===== src/rtl/core/ps2mct_pkg.sv =====
`timescale 1ns / 1ps

package ps2mct_pkg;

  // byte position within a three-byte packet
  typedef enum logic [1:0] {
    PH_HEADER = 2'd0,
    PH_DX     = 2'd1,
    PH_DY     = 2'd2
  } phase_e;

  // configuration register indexes
  localparam logic [1:0] REG_MOVE_SCALE    = 2'd0;
  localparam logic [1:0] REG_SCREEN_WIDTH  = 2'd1;
  localparam logic [1:0] REG_SCREEN_HEIGHT = 2'd2;

  // configuration and payload widths
  localparam int unsigned SCALE_W   = 8;
  localparam int unsigned SIZE_W    = 13;
  localparam int unsigned CFG_IDX_W = 2;
  localparam int unsigned BYTE_W    = 8;
  localparam int unsigned OUT_W     = 12;

  // configuration reset values
  localparam logic [SCALE_W-1:0] SCALE_RST  = 8'd1;
  localparam logic [SIZE_W-1:0]  WIDTH_RST  = 13'd1024;
  localparam logic [SIZE_W-1:0]  HEIGHT_RST = 13'd768;

  // header byte bit positions
  localparam int unsigned HDR_LEFT   = 0;
  localparam int unsigned HDR_RIGHT  = 1;
  localparam int unsigned HDR_MIDDLE = 2;
  localparam int unsigned HDR_SYNC   = 3;
  localparam int unsigned HDR_XSIGN  = 4;
  localparam int unsigned HDR_YSIGN  = 5;
  localparam int unsigned HDR_XOVF   = 6;
  localparam int unsigned HDR_YOVF   = 7;

  // extra step added when a movement overflow bit is set
  localparam logic [7:0] OVF_STEP = 8'd255;

  // one complete packet waiting for the cursor update
  typedef struct packed {
    logic [BYTE_W-1:0] header;
    logic [BYTE_W-1:0] dx;
    logic [BYTE_W-1:0] dy;
  } packet_t;

endpackage


===== src/rtl/core/ps2_mouse_packet_cursor_tracker.sv =====
`timescale 1ns / 1ps

// PS/2 mouse packet decoder with cursor tracking.
// Input channel: one mouse byte per transfer on rx_byte_i (in_valid_i / in_stall_o).
// Bytes are grouped into three-byte packets; a header byte must have its sync bit
// set, otherwise it is dropped. The third byte of a packet yields one result on the
// output channel (out_valid_o / out_stall_i): the clamped cursor position and the
// three button levels. Header and X bytes yield nothing.
// The third byte's transfer loads the packet register; the result register takes the
// result from it when the output is not stalled.
// Throughput: one byte per cycle while in_stall_o is low; the cursor update is one 9x8
// multiply, an add and a clamp per axis.
// When the receiver stalls, the result register holds; a packet waiting behind it
// holds too, and only then is in_stall_o raised (combinationally from out_stall_i).
// Configuration: cfg_valid_i/cfg_ready_o, cfg_index_i (0 move scale, 1 screen width,
// 2 screen height), cfg_data_i; always ready. Write only while idle (not enforced).
// Reset: asynchronous, active low. The cursor returns to (0,0), the packet phase to
// the header byte, scale to 1 and the screen to 1024 x 768.

module ps2_mouse_packet_cursor_tracker #(
  parameter int unsigned COORD_BITS = 12
) (
  input  logic                                clk_i,
  input  logic                                rst_ni,
  // configuration writes
  input  logic                                cfg_valid_i,
  output logic                                cfg_ready_o,
  input  logic [ps2mct_pkg::CFG_IDX_W-1:0]    cfg_index_i,
  input  logic [ps2mct_pkg::SIZE_W-1:0]       cfg_data_i,
  // byte input
  input  logic                                in_valid_i,
  output logic                                in_stall_o,
  input  logic [ps2mct_pkg::BYTE_W-1:0]       rx_byte_i,
  // result output
  output logic                                out_valid_o,
  input  logic                                out_stall_i,
  output logic [ps2mct_pkg::OUT_W-1:0]        cursor_x_o,
  output logic [ps2mct_pkg::OUT_W-1:0]        cursor_y_o,
  output logic                                left_pressed_o,
  output logic                                middle_pressed_o,
  output logic                                right_pressed_o
);

  localparam int unsigned MAG_W  = ps2mct_pkg::BYTE_W + 1;
  localparam int unsigned STEP_W = MAG_W + ps2mct_pkg::SCALE_W;
  localparam int unsigned SUM_W  = COORD_BITS + STEP_W + 2;
  localparam int unsigned OUT_W  = ps2mct_pkg::OUT_W;

  // configuration registers
  logic [ps2mct_pkg::SCALE_W-1:0] move_scale_q;
  logic [ps2mct_pkg::SIZE_W-1:0]  screen_width_q;
  logic [ps2mct_pkg::SIZE_W-1:0]  screen_height_q;

  // packet assembly
  ps2mct_pkg::phase_e             phase_q, phase_d;
  logic [ps2mct_pkg::BYTE_W-1:0]  header_q;
  logic [ps2mct_pkg::BYTE_W-1:0]  dx_q;
  logic                           hdr_load;
  logic                           dx_load;
  logic                           pkt_load;

  // packet register
  logic                           pkt_valid_q, pkt_valid_d;
  ps2mct_pkg::packet_t            pkt_q;

  // cursor state and result register
  logic [COORD_BITS-1:0]          pos_x_q, pos_y_q;
  logic [COORD_BITS-1:0]          pos_x_d, pos_y_d;
  logic                           out_valid_q;
  logic [OUT_W-1:0]               cursor_x_q, cursor_y_q;
  logic                           left_q, middle_q, right_q;

  logic                           in_xfer;
  logic                           adv;
  logic                           upd;

  // cursor update datapath
  logic [MAG_W-1:0]               mag_x, mag_y;
  logic [STEP_W-1:0]              step_x, step_y;
  logic signed [SUM_W-1:0]        sum_x, sum_y;
  logic signed [SUM_W-1:0]        top_x, top_y;
  logic [OUT_W+COORD_BITS-1:0]    ext_x, ext_y;

  // handshakes
  assign cfg_ready_o = 1'b1;
  assign adv         = !out_valid_q || !out_stall_i;
  assign in_stall_o  = pkt_valid_q && !adv;
  assign in_xfer     = in_valid_i && !in_stall_o;
  assign upd         = adv && pkt_valid_q;

  // configuration writes
  always_ff @(posedge clk_i or negedge rst_ni) begin
    if (!rst_ni) begin
      move_scale_q    <= ps2mct_pkg::SCALE_RST;
      screen_width_q  <= ps2mct_pkg::WIDTH_RST;
      screen_height_q <= ps2mct_pkg::HEIGHT_RST;
    end else if (cfg_valid_i && cfg_ready_o) begin
      case (cfg_index_i)
        ps2mct_pkg::REG_MOVE_SCALE:    move_scale_q    <= cfg_data_i[ps2mct_pkg::SCALE_W-1:0];
        ps2mct_pkg::REG_SCREEN_WIDTH:  screen_width_q  <= cfg_data_i;
        ps2mct_pkg::REG_SCREEN_HEIGHT: screen_height_q <= cfg_data_i;
        default: ;
      endcase
    end
  end

  // packet phase next state
  always_comb begin
    phase_d = phase_q;
    if (in_xfer) begin
      case (phase_q)
        ps2mct_pkg::PH_DX: phase_d = ps2mct_pkg::PH_DY;
        ps2mct_pkg::PH_DY: phase_d = ps2mct_pkg::PH_HEADER;
        default: begin
          phase_d = rx_byte_i[ps2mct_pkg::HDR_SYNC] ? ps2mct_pkg::PH_DX
                                                    : ps2mct_pkg::PH_HEADER;
        end
      endcase
    end
  end

  // packet phase outputs: which register takes the byte
  always_comb begin
    hdr_load = 1'b0;
    dx_load  = 1'b0;
    pkt_load = 1'b0;
    if (in_xfer) begin
      case (phase_q)
        ps2mct_pkg::PH_DX: dx_load  = 1'b1;
        ps2mct_pkg::PH_DY: pkt_load = 1'b1;
        default:           hdr_load = rx_byte_i[ps2mct_pkg::HDR_SYNC];
      endcase
    end
  end

  always_ff @(posedge clk_i or negedge rst_ni) begin
    if (!rst_ni) begin
      phase_q <= ps2mct_pkg::PH_HEADER;
    end else begin
      phase_q <= phase_d;
    end
  end

  always_ff @(posedge clk_i) begin
    if (hdr_load) begin
      header_q <= rx_byte_i;
    end
    if (dx_load) begin
      dx_q <= rx_byte_i;
    end
  end

  // packet register
  assign pkt_valid_d = pkt_load || (pkt_valid_q && !adv);

  always_ff @(posedge clk_i or negedge rst_ni) begin
    if (!rst_ni) begin
      pkt_valid_q <= 1'b0;
    end else begin
      pkt_valid_q <= pkt_valid_d;
    end
  end

  always_ff @(posedge clk_i) begin
    if (pkt_load) begin
      pkt_q.header <= header_q;
      pkt_q.dx     <= dx_q;
      pkt_q.dy     <= rx_byte_i;
    end
  end

  // movement magnitude: 256 minus the byte when the sign bit is set
  always_comb begin
    mag_x = pkt_q.header[ps2mct_pkg::HDR_XSIGN] ? (MAG_W'(256) - MAG_W'(pkt_q.dx))
                                                : MAG_W'(pkt_q.dx);
    mag_y = pkt_q.header[ps2mct_pkg::HDR_YSIGN] ? (MAG_W'(256) - MAG_W'(pkt_q.dy))
                                                : MAG_W'(pkt_q.dy);
  end

  // scaled step plus overflow extra
  always_comb begin
    step_x = STEP_W'(mag_x) * STEP_W'(move_scale_q)
           + (pkt_q.header[ps2mct_pkg::HDR_XOVF] ? STEP_W'(ps2mct_pkg::OVF_STEP) : '0);
    step_y = STEP_W'(mag_y) * STEP_W'(move_scale_q)
           + (pkt_q.header[ps2mct_pkg::HDR_YOVF] ? STEP_W'(ps2mct_pkg::OVF_STEP) : '0);
  end

  // new position before clamping; y is inverted
  always_comb begin
    if (pkt_q.header[ps2mct_pkg::HDR_XSIGN]) begin
      sum_x = $signed(SUM_W'(pos_x_q)) - $signed(SUM_W'(step_x));
    end else begin
      sum_x = $signed(SUM_W'(pos_x_q)) + $signed(SUM_W'(step_x));
    end
    if (pkt_q.header[ps2mct_pkg::HDR_YSIGN]) begin
      sum_y = $signed(SUM_W'(pos_y_q)) + $signed(SUM_W'(step_y));
    end else begin
      sum_y = $signed(SUM_W'(pos_y_q)) - $signed(SUM_W'(step_y));
    end
  end

  // clamp limits: screen size minus one, at most the coordinate range
  always_comb begin
    top_x = (screen_width_q == '0) ? '0 : $signed(SUM_W'(screen_width_q - 1'b1));
    top_y = (screen_height_q == '0) ? '0 : $signed(SUM_W'(screen_height_q - 1'b1));
    if (top_x > $signed(SUM_W'({COORD_BITS{1'b1}}))) begin
      top_x = $signed(SUM_W'({COORD_BITS{1'b1}}));
    end
    if (top_y > $signed(SUM_W'({COORD_BITS{1'b1}}))) begin
      top_y = $signed(SUM_W'({COORD_BITS{1'b1}}));
    end
  end

  // clamp to the screen
  always_comb begin
    if (sum_x < 0) begin
      pos_x_d = '0;
    end else if (sum_x > top_x) begin
      pos_x_d = top_x[COORD_BITS-1:0];
    end else begin
      pos_x_d = sum_x[COORD_BITS-1:0];
    end
    if (sum_y < 0) begin
      pos_y_d = '0;
    end else if (sum_y > top_y) begin
      pos_y_d = top_y[COORD_BITS-1:0];
    end else begin
      pos_y_d = sum_y[COORD_BITS-1:0];
    end
  end

  // low output bits of the position, zero padded for narrow coordinates
  assign ext_x = {{OUT_W{1'b0}}, pos_x_d};
  assign ext_y = {{OUT_W{1'b0}}, pos_y_d};

  // cursor state and result register
  always_ff @(posedge clk_i or negedge rst_ni) begin
    if (!rst_ni) begin
      pos_x_q     <= '0;
      pos_y_q     <= '0;
      out_valid_q <= 1'b0;
    end else if (adv) begin
      out_valid_q <= pkt_valid_q;
      if (pkt_valid_q) begin
        pos_x_q <= pos_x_d;
        pos_y_q <= pos_y_d;
      end
    end
  end

  always_ff @(posedge clk_i) begin
    if (upd) begin
      cursor_x_q <= ext_x[OUT_W-1:0];
      cursor_y_q <= ext_y[OUT_W-1:0];
      left_q     <= pkt_q.header[ps2mct_pkg::HDR_LEFT];
      middle_q   <= pkt_q.header[ps2mct_pkg::HDR_MIDDLE];
      right_q    <= pkt_q.header[ps2mct_pkg::HDR_RIGHT];
    end
  end

  assign out_valid_o      = out_valid_q;
  assign cursor_x_o       = cursor_x_q;
  assign cursor_y_o       = cursor_y_q;
  assign left_pressed_o   = left_q;
  assign middle_pressed_o = middle_q;
  assign right_pressed_o  = right_q;

  // input is held back only by a packet waiting behind a stalled result
  a_stall_needs_packet: assert property (@(posedge clk_i) disable iff (!rst_ni)
    in_stall_o |-> pkt_valid_q)
    else $error("input stalled with no packet waiting");

  // a packet moved on appears as a result
  a_packet_to_result: assert property (@(posedge clk_i) disable iff (!rst_ni)
    upd |=> out_valid_o)
    else $error("packet update produced no result");

  // cursor holds while the result is stalled
  a_cursor_holds: assert property (@(posedge clk_i) disable iff (!rst_ni)
    (out_valid_q && out_stall_i) |=> ($stable(pos_x_q) && $stable(pos_y_q)))
    else $error("cursor moved during output stall");

  // a header byte without the sync bit is dropped
  a_sync_drop: assert property (@(posedge clk_i) disable iff (!rst_ni)
    (in_xfer && phase_q == ps2mct_pkg::PH_HEADER && !rx_byte_i[ps2mct_pkg::HDR_SYNC])
      |=> (phase_q == ps2mct_pkg::PH_HEADER))
    else $error("unsynced header byte left header phase");

endmodule

===== config.mk =====
export PLATFORM = sky130hd
export DESIGN_NAME = ps2_mouse_packet_cursor_tracker
export DESIGN_NICKNAME = d
export VERILOG_FILES = /design/src/rtl/core/ps2mct_pkg.sv /design/src/rtl/core/ps2_mouse_packet_cursor_tracker.sv
export SDC_FILE = /design/constraint.sdc
export NUM_CORES = 1
export LEC_CHECK = 0
export BUFFER_PORTS_ARGS = -buffer_cell sky130_fd_sc_hd__buf_2
export CAP_MARGIN = 5
export CORE_ASPECT_RATIO = 0.8
export CORE_MARGIN = 5
export CORE_UTILIZATION = 25
export CTS_CLUSTER_SIZE = 30
export DETAILED_ROUTE_END_ITERATION = 8
export PLACE_DENSITY = 0.48
export SYNTH_ARGS = -nofsm -noshare
export SYNTH_HDL_FRONTEND = slang
export SYNTH_SLANG_ARGS = --single-unit
export TNS_END_PERCENT = 1

===== constraint.sdc =====
create_clock -name clk_i -period 23.4 [get_ports clk_i]
set_input_delay 4.68 -clock clk_i [delete_from_list [all_inputs] [get_ports clk_i]]
set_output_delay 4.68 -clock clk_i [all_outputs]
set_load 0.02 [all_outputs]

; ---- Word-level counts from Yosys, hierarchy flattened
; Index checks and enable logic that the tools add are counted.
[totals]
register_bits = 129
inputBits = 28
[classes]
addsub = 10
eq_ne = 4
reduce_logical = 17
n_mul = 2
magnitude_cmp = 6
mux = 22
[op_table]
columns = operator, count
row1 = $mux W31, 6
row2 = $gt A31 B13 Y1 const B, 2
row3 = $gt A31 B31 Y1, 2
row4 = $lt A31 B1 Y1 const B, 2
row5 = $mux W12, 4
row6 = $add A12 B17 Y18, 2
row7 = $sub A12 B17 Y18, 2
row8 = $add A17 B8 Y17, 2
row9 = $mul A9 B8 Y17, 2
row10 = $sub A13 B1 Y14 const B, 2
row11 = $logic_not A13 Y1, 2
row12 = $mux W9, 2
row13 = $sub A9 B8 Y9 const A, 2
row14 = $mux W8, 2
row15 = $reduce_and A2 Y1, 4
row16 = $mux W1, 7
row17 = $eq A2 B1 Y1 const B, 2
row18 = $eq A2 B2 Y1 const B, 2
row19 = $logic_not A1 Y1, 4
row20 = $pmux W2 S2, 1
row21 = $logic_and A1 B1 Y1, 3
row22 = $logic_not A2 Y1, 1
row23 = $logic_or A1 B1 Y1, 2
row24 = $reduce_or A2 Y1, 1

; ---- Longest topological paths before layout
; Gate-level depths: netlist of run 1.
[logic_depth]
ltp_word = 9
ltp_mapped = 39

; ---- Least setup slack after synthesis of run 1
; No wires, ideal clock.
[synth_path]
path_kind = input to output
start = input out_stall_i
end = output in_stall_o
path_buffers = 0
t_arrival_ns = 4.953
stages = 2
setup_slack_ns = 13.767
required_time_ns = 18.720
path_cell_list = nand3_1 > inv_1
[synth_between]
elab_chain_len = 4
[synth_lines]
columns = item, line_no
row1 = "start, declared", ps2_mouse_packet_cursor_tracker.sv:36  ; input logic out_stall_i,
row2 = $logic_not A1 Y1, ps2_mouse_packet_cursor_tracker.sv:86  ; assign adv = !out_valid_q || !out_stall_i;
row3 = $logic_or A1 B1 Y1, ps2_mouse_packet_cursor_tracker.sv:86
row4 = $logic_not A1 Y1, ps2_mouse_packet_cursor_tracker.sv:87  ; assign in_stall_o = pkt_valid_q && !adv;
row5 = $logic_and A1 B1 Y1, ps2_mouse_packet_cursor_tracker.sv:87
row6 = "end, declared", ps2_mouse_packet_cursor_tracker.sv:32  ; output logic in_stall_o,
; Every way passes these cells.

; ---- Worst setup path in the final report of run 1
; Same ends and word-level chain as after synthesis.

==> results.py, run 1 <==
metrics = {
    "floorplan": {
        "dieArea_sq_mm": 0.0623,
        "die_y_um": 224,
        "ioPinCount": 58,
        "rows": 78,
        "core_sq_mm": 0.0567,
        "start_util": 0.253,
        "die_w_um": 278,
    },
    "min_path": {
        "worstHoldPathType": "reg -> reg",
    },
    "worst_setup_path": {
        "critPathArrivalTime_ps": 5140,
        "r2r_setup_slack_ps": 13710,
        "end_kind": "output port",
        "cp-start-kind": "input port",
        "crit_type": "in -> out",
        "critPathRequiredTime_ps": 18720,
        "critPathMaxFanout": 4,
    },
    "sta": {
        "final_period_minus_worst_setup_slack_ps": 9820,
        "final-hold-violation-count": 0,
        "drv_slew": 0,
        "skew_ps": 12.4,
        "slew_headroom": 0.255,
        "worst_pin_slew_ps": 1110,
        "finalCritPeriodShare": 0.419,
        "fin_tns_setup_ps": 0,
        "max_freq_ghz": 0.102,
        "setup_viol": 0,
        "rsz0062_at_grt": "no",
    },
    "clocking": {
        "postCtsSetupRepairBufs": 0,
        "clockBufferDepth": 2,
        "insertion_delay_ps": 430,
        "ctsHoldBuffers": 0,
        "postCtsResizedCells": 0,
        "clkTransAtPathRegs_ps": 60,
        "cts_tree": "yes",
        "htreeDepth": 4,
        "cts_buffers": 17,
        "root_buffer": "clkbuf_16",
        "cts_sinks": 127,
    },
    "synthesis": {
        "synthFlopType": "edfxtp_1",
        "yosysSeqAreaShare": 0.245,
        "ys_ff_latch": 127,
        "syn_inst": 1506,
        "synth_edf_count": 65,
        "syn_nets": 1812,
        "yosys_warnings": 0,
        "ys_types": 89,
        "netlist_area_sq_mm": 0.0143,
        "syn_area_per_cell_sq_um": 9.52,
        "async_reset_ff_frac": 0.488,
    },
    "route": {
        "drtAntennaViolNets": 0,
        "firstDrtPassIters": 5,
        "routed_via_density": 4.66,
        "vias": 10829,
        "wl_mm": 37.7,
        "post_drt_wl_per_cell_um": 16.2,
        "route.detailed.drc": 0,
        "dr.first_iter.drc_count": 642,
    },
    "global_route": {
        "grt_max_degree": 63,
        "grt_pass1_wl_mm": 61.0,
        "overflow": 0,
        "grt_usage": 0.121,
        "grt_pass1_vias": 10752,
        "antenna_found_initial": 3,
    },
    "flow_run": {
        "maxCapViolCount": 0,
    },
    "finish": {
        "area_growth_pct": 12.0,
        "final_common_cell": "ha_1",
        "drive_gt1_frac": 0.113,
        "finalInstanceArea_sq_mm": 0.0161,
        "layout_common_cells": "ha_1, inv_1, nand2_1, fa_1, nor2_1",
        "final_net_count": 1856,
    },
    "place": {
        "io_buffers": 56,
        "gp_congestion": 0.846,
        "dpl-instance-area_sq_mm": 0.0155,
        "dpl.hpwl_mm": 30.5,
    },
    "status": {
        "status": "completed",
    },
}
## layout make-up
| class | count | area [sq um] |
|---|---|---|
| Antenna cell | 1 | 2.50 |
| Clock buffer | 19 | 433 |
| Clock inverter | 13 | 140 |
| Fill cell | 5956 | 40700 |
| Inverter | 163 | 612 |
| Multi-Input combinational cell | 1175 | 10000 |
| Sequential cell | 127 | 3510 |
| Tap cell | 760 | 951 |
| Timing Repair Buffer | 66 | 355 |
## through the flow
| step | worst slack (ps) | hold WS (ps) | util | std cells |
|---|---|---|---|---|
| floorplan | 13770 | 400 | - | 1506 |
| global placement | 13590 | 403 | 0.273 | 2291 |
| detailed placement | 13580 | 406 | 0.273 | 2291 |
| CTS | 13580 | 413 | 0.283 | 2323 |
| global route | 12990 | 419 | 0.283 | 2323 |
| finish | 13580 | 413 | 0.283 | 2324 |
## sequential cells by signal (all words and copies together) (netlist names), 8 cells and up
signal,flops
pos_y_q,12
move_scale_q,8
pkt_q,23
dx_q,8
pos_x_q,12
cursor_y_o,12
cursor_x_o,12
screen_width_q,13
screen_height_q,13
## cells by family (layout without fill, tap and decap cells)
kind of cell / Yosys count / count (layout) / synth area share
AND/OR/NAND/NOR: 463 / 463 / 0.167
AO/OA/AOI/OAI: 297 / 297 / 0.144
adder cells (fa/ha/maj): 278 / 278 / 0.297
buffers and inverters: 204 / 261 / 0.0547
flip-flops: 127 / 127 / 0.245
XOR/XNOR: 83 / 83 / 0.0507
multiplexers: 53 / 53 / 0.0408
other: 1 / 2 / 0.000262
## synthesized netlist by cell type (22+ instances only)
library cell / number / area, sq um
a21o_1: 23 / 173
a21oi_1: 60 / 300
and2_1: 69 / 432
clkbuf_1: 28 / 105
dfrtp_1: 58 / 1450
edfxtp_1: 65 / 1950
fa_1: 104 / 2080
ha_1: 174 / 2180
inv_1: 161 / 604
mux2_2: 39 / 439
nand2_1: 133 / 499
nand2b_1: 24 / 150
nor2_1: 82 / 308
nor2b_1: 38 / 238
nor3_1: 22 / 110
o21ai_0: 66 / 330
xnor2_1: 53 / 464
xor2_1: 30 / 263
## final timing paths
check                                     from                     end  cells past startpoint
max                                out_stall_i              in_stall_o                      4
max reg2reg                pkt_q[20]$_DFFE_PP_  pos_x_q[4]$_DFFE_PN0P_                     31
max in group asynchronous               rst_ni  pos_y_q[3]$_DFFE_PN0P_                      2
min reg2reg                  dx_q[5]$_DFFE_PP_     pkt_q[13]$_DFFE_PP_                      0
min                          dx_q[5]$_DFFE_PP_     pkt_q[13]$_DFFE_PP_                      0
min in group asynchronous               rst_ni  pos_x_q[8]$_DFFE_PN0P_                      2
## per-layer routing
metal | GRT usage | wire, um
met1 | 0.188 | 19800
met3 | 0.0176 | 1350
met4 | 0.0144 | 208
met2 | 0.185 | 16300
met5 | 0 | 0
## critical path: stages
cell and delay, ps:
buf_2 90, nand3_1 120, inv_1 90, buf_2 160
Power of run 1 is left out: the tool's default activity adds up to more than one toggle a clock period on the data nets, which glitch-free logic cannot reach.
==> run 2: changes to the inputs <==
--- a/config.mk
+++ b/config.mk
@@ -12,7 +12,7 @@
 export CORE_UTILIZATION = 25
 export CTS_CLUSTER_SIZE = 30
 export DETAILED_ROUTE_END_ITERATION = 8
-export PLACE_DENSITY = 0.48
+export PLACE_DENSITY = 0.49
 export SYNTH_ARGS = -nofsm -noshare
 export SYNTH_HDL_FRONTEND = slang
 export SYNTH_SLANG_ARGS = --single-unit
==> constraint.sdc (replaced) <==
create_clock -name clk_i -period 8.5 [get_ports clk_i]
set_input_delay 1.7 -clock clk_i [delete_from_list [all_inputs] [get_ports clk_i]]
set_output_delay 1.7 -clock clk_i [all_outputs]
set_load 0.02 [all_outputs]
==> run 2 against run 1 <==
Via count is 3.8% higher; hold slack better by 4.8 ps; sequential share of layout area is 1.5 points lower.
==> results.py, run 2 (synthesized netlist as in run 1, its figures left out) <==
metrics = {
    "worst_setup_path": {
        "startpoint": "pkt_q[9]$_DFFE_PP_",
        "critPathRequiredTime_ps": 8690,
        "cpPeakStageDelay_ps": 550,
        "critPathMaxFanout": 8,
        "cp-start-kind": "flop",
        "cp_slowest_cell": "fa_2",
        "crit_type": "reg -> reg",
        "critPathArrivalTime_ps": 8480,
        "r2r-start": "pkt_q[9]$_DFFE_PP_",
        "r2r_cells": 32,
        "end_kind": "flop",
    },
    "route": {
        "firstDrtPassIters": 5,
        "route.detailed.drc": 0,
        "vias": 11242,
        "post_drt_wl_per_cell_um": 16.4,
        "wl_mm": 39.2,
        "dr.first_iter.drc_count": 712,
        "drtAntennaViolNets": 0,
        "routed_via_density": 4.69,
    },
    "sta": {
        "drv_slew": 0,
        "skew_ps": 19.2,
        "final_period_minus_worst_setup_slack_ps": 8290,
        "worst_pin_slew_ps": 1170,
        "setup_viol": 0,
        "final-hold-violation-count": 0,
        "max_freq_ghz": 0.121,
        "slew_headroom": 0.223,
        "finalCritPeriodShare": 0.976,
    },
    "finish": {
        "largest_reg_flops": 23,
        "top_register": "pkt_q",
        "drive_gt1_frac": 0.203,
        "seqCellArea_sq_mm": 0.00351,
        "final_net_count": 1930,
        "fillers": 5848,
        "largestRegisters": "pkt_q x23, screen_height_q x13, screen_width_q x13",
        "layout_common_cells": "ha_1, inv_1, nand2_1, fa_1",
        "multiInputGateArea_sq_mm": 0.0106,
        "finalNonFillerCells": 2397,
        "area_growth_pct": 20.5,
        "final_common_cell": "ha_1",
        "diodes": 0,
    },
    "clocking": {
        "root_buffer": "clkbuf_16",
        "cts_sinks": 127,
        "htreeDepth": 4,
        "cts_tree": "yes",
        "clkTransAtPathRegs_ps": 60,
        "cts_buffers": 17,
        "clockBufferDepth": 2,
        "insertion_delay_ps": 440,
    },
    "global_route": {
        "antenna_found_initial": 1,
        "overflow": 0,
        "grt_max_degree": 63,
        "grt_usage": 0.123,
        "grt_pass1_vias": 11153,
        "grt_pass1_wl_mm": 62.2,
    },
    "min_path": {
        "hold_start": "dx_q[6]$_DFFE_PP_",
        "hold_depth": 0,
        "worstHoldPathType": "reg -> reg",
    },
    "floorplan": {
        "rows": 78,
        "dieArea_sq_mm": 0.0623,
        "die_y_um": 224,
        "die_w_um": 278,
        "core_sq_mm": 0.0567,
        "ioPinCount": 58,
        "start_util": 0.253,
    },
    "place": {
        "place_inst": 2338,
        "gp_congestion": 0.849,
        "dpl.hpwl_mm": 30.8,
        "io_buffers": 56,
    },
    "status": {
        "status": "completed",
    },
    "flow_run": {
        "maxCapViolCount": 0,
    },
}
run 2: final timing paths:
kind                                            to  slack [ps]
setup / recovery           cursor_x_o[7]$_DFFE_PP_         210
hold / removal                 pkt_q[14]$_DFFE_PP_         420
setup reg to reg           cursor_x_o[7]$_DFFE_PP_         210
hold reg to reg                pkt_q[14]$_DFFE_PP_         420
max in group asynchronous   pos_y_q[3]$_DFFE_PN0P_        6440
min in group asynchronous   pos_x_q[6]$_DFFE_PN0P_        1450
run 2: timing repair:
item                       in CTS  in global routing
setup endpoints to repair      25                 48
pin swaps                       0                 66
setup buffers                   0                 26
gates cloned                    0                  1
gates resized for setup         8                109
hold buffers                    0                  0
run 2: layer usage:
metal	track usage	wire, um	part of all wire	vias to the layer above
li1	-	-	-	5461
met1	0.189	20600	0.52	5583
met2	0.185	16900	0.43	176
met3	0.0226	1370	0.035	22
met4	0.0174	346	0.0088	0
met5	0	0	0	-
run 2: layout make-up:
| type | count | area share |
|---|---|---|
| clock inverter | 13 | 0.0107 |
| inverter | 163 | 0.0354 |
| sequential | 127 | 0.203 |
| timing repair buffer | 139 | 0.0549 |
| tap | 760 | 0.0551 |
| clock buffer | 19 | 0.0251 |
| multi-input combinational | 1176 | 0.616 |
run 2: metrics by stage:
step | worst slack [ps] | cell area [sq um] | utilization | setup TNS (ps) | hold WS (ps)
2_1_floorplan | 153 | 14300 | - | 0 | 400
3_3_place_gp | 6.29 | 15800 | 0.279 | 0 | 403
3_5_place_dp | -145 | 15800 | 0.279 | -1850 | 405
4_1_cts | 2.10 | 16500 | 0.291 | 0 | 419
5_1_grt | -69.2 | 17300 | 0.305 | -462 | 424
6_report | 205 | 17300 | 0.305 | 0 | 417
run 2: critical path, delay by kind of cell, from the launching register on:
| kind | cells | cell delay, ps |
|---|---|---|
| simple gates | 8 | 1430 |
| fa+ha+maj | 7 | 3040 |
| mux | 1 | 340 |
| flops | 1 | 420 |
| buf+inv | 5 | 670 |
| compound gates | 8 | 1440 |
| xor+xnor | 3 | 680 |
Power of run 2 is left out for the same reason.
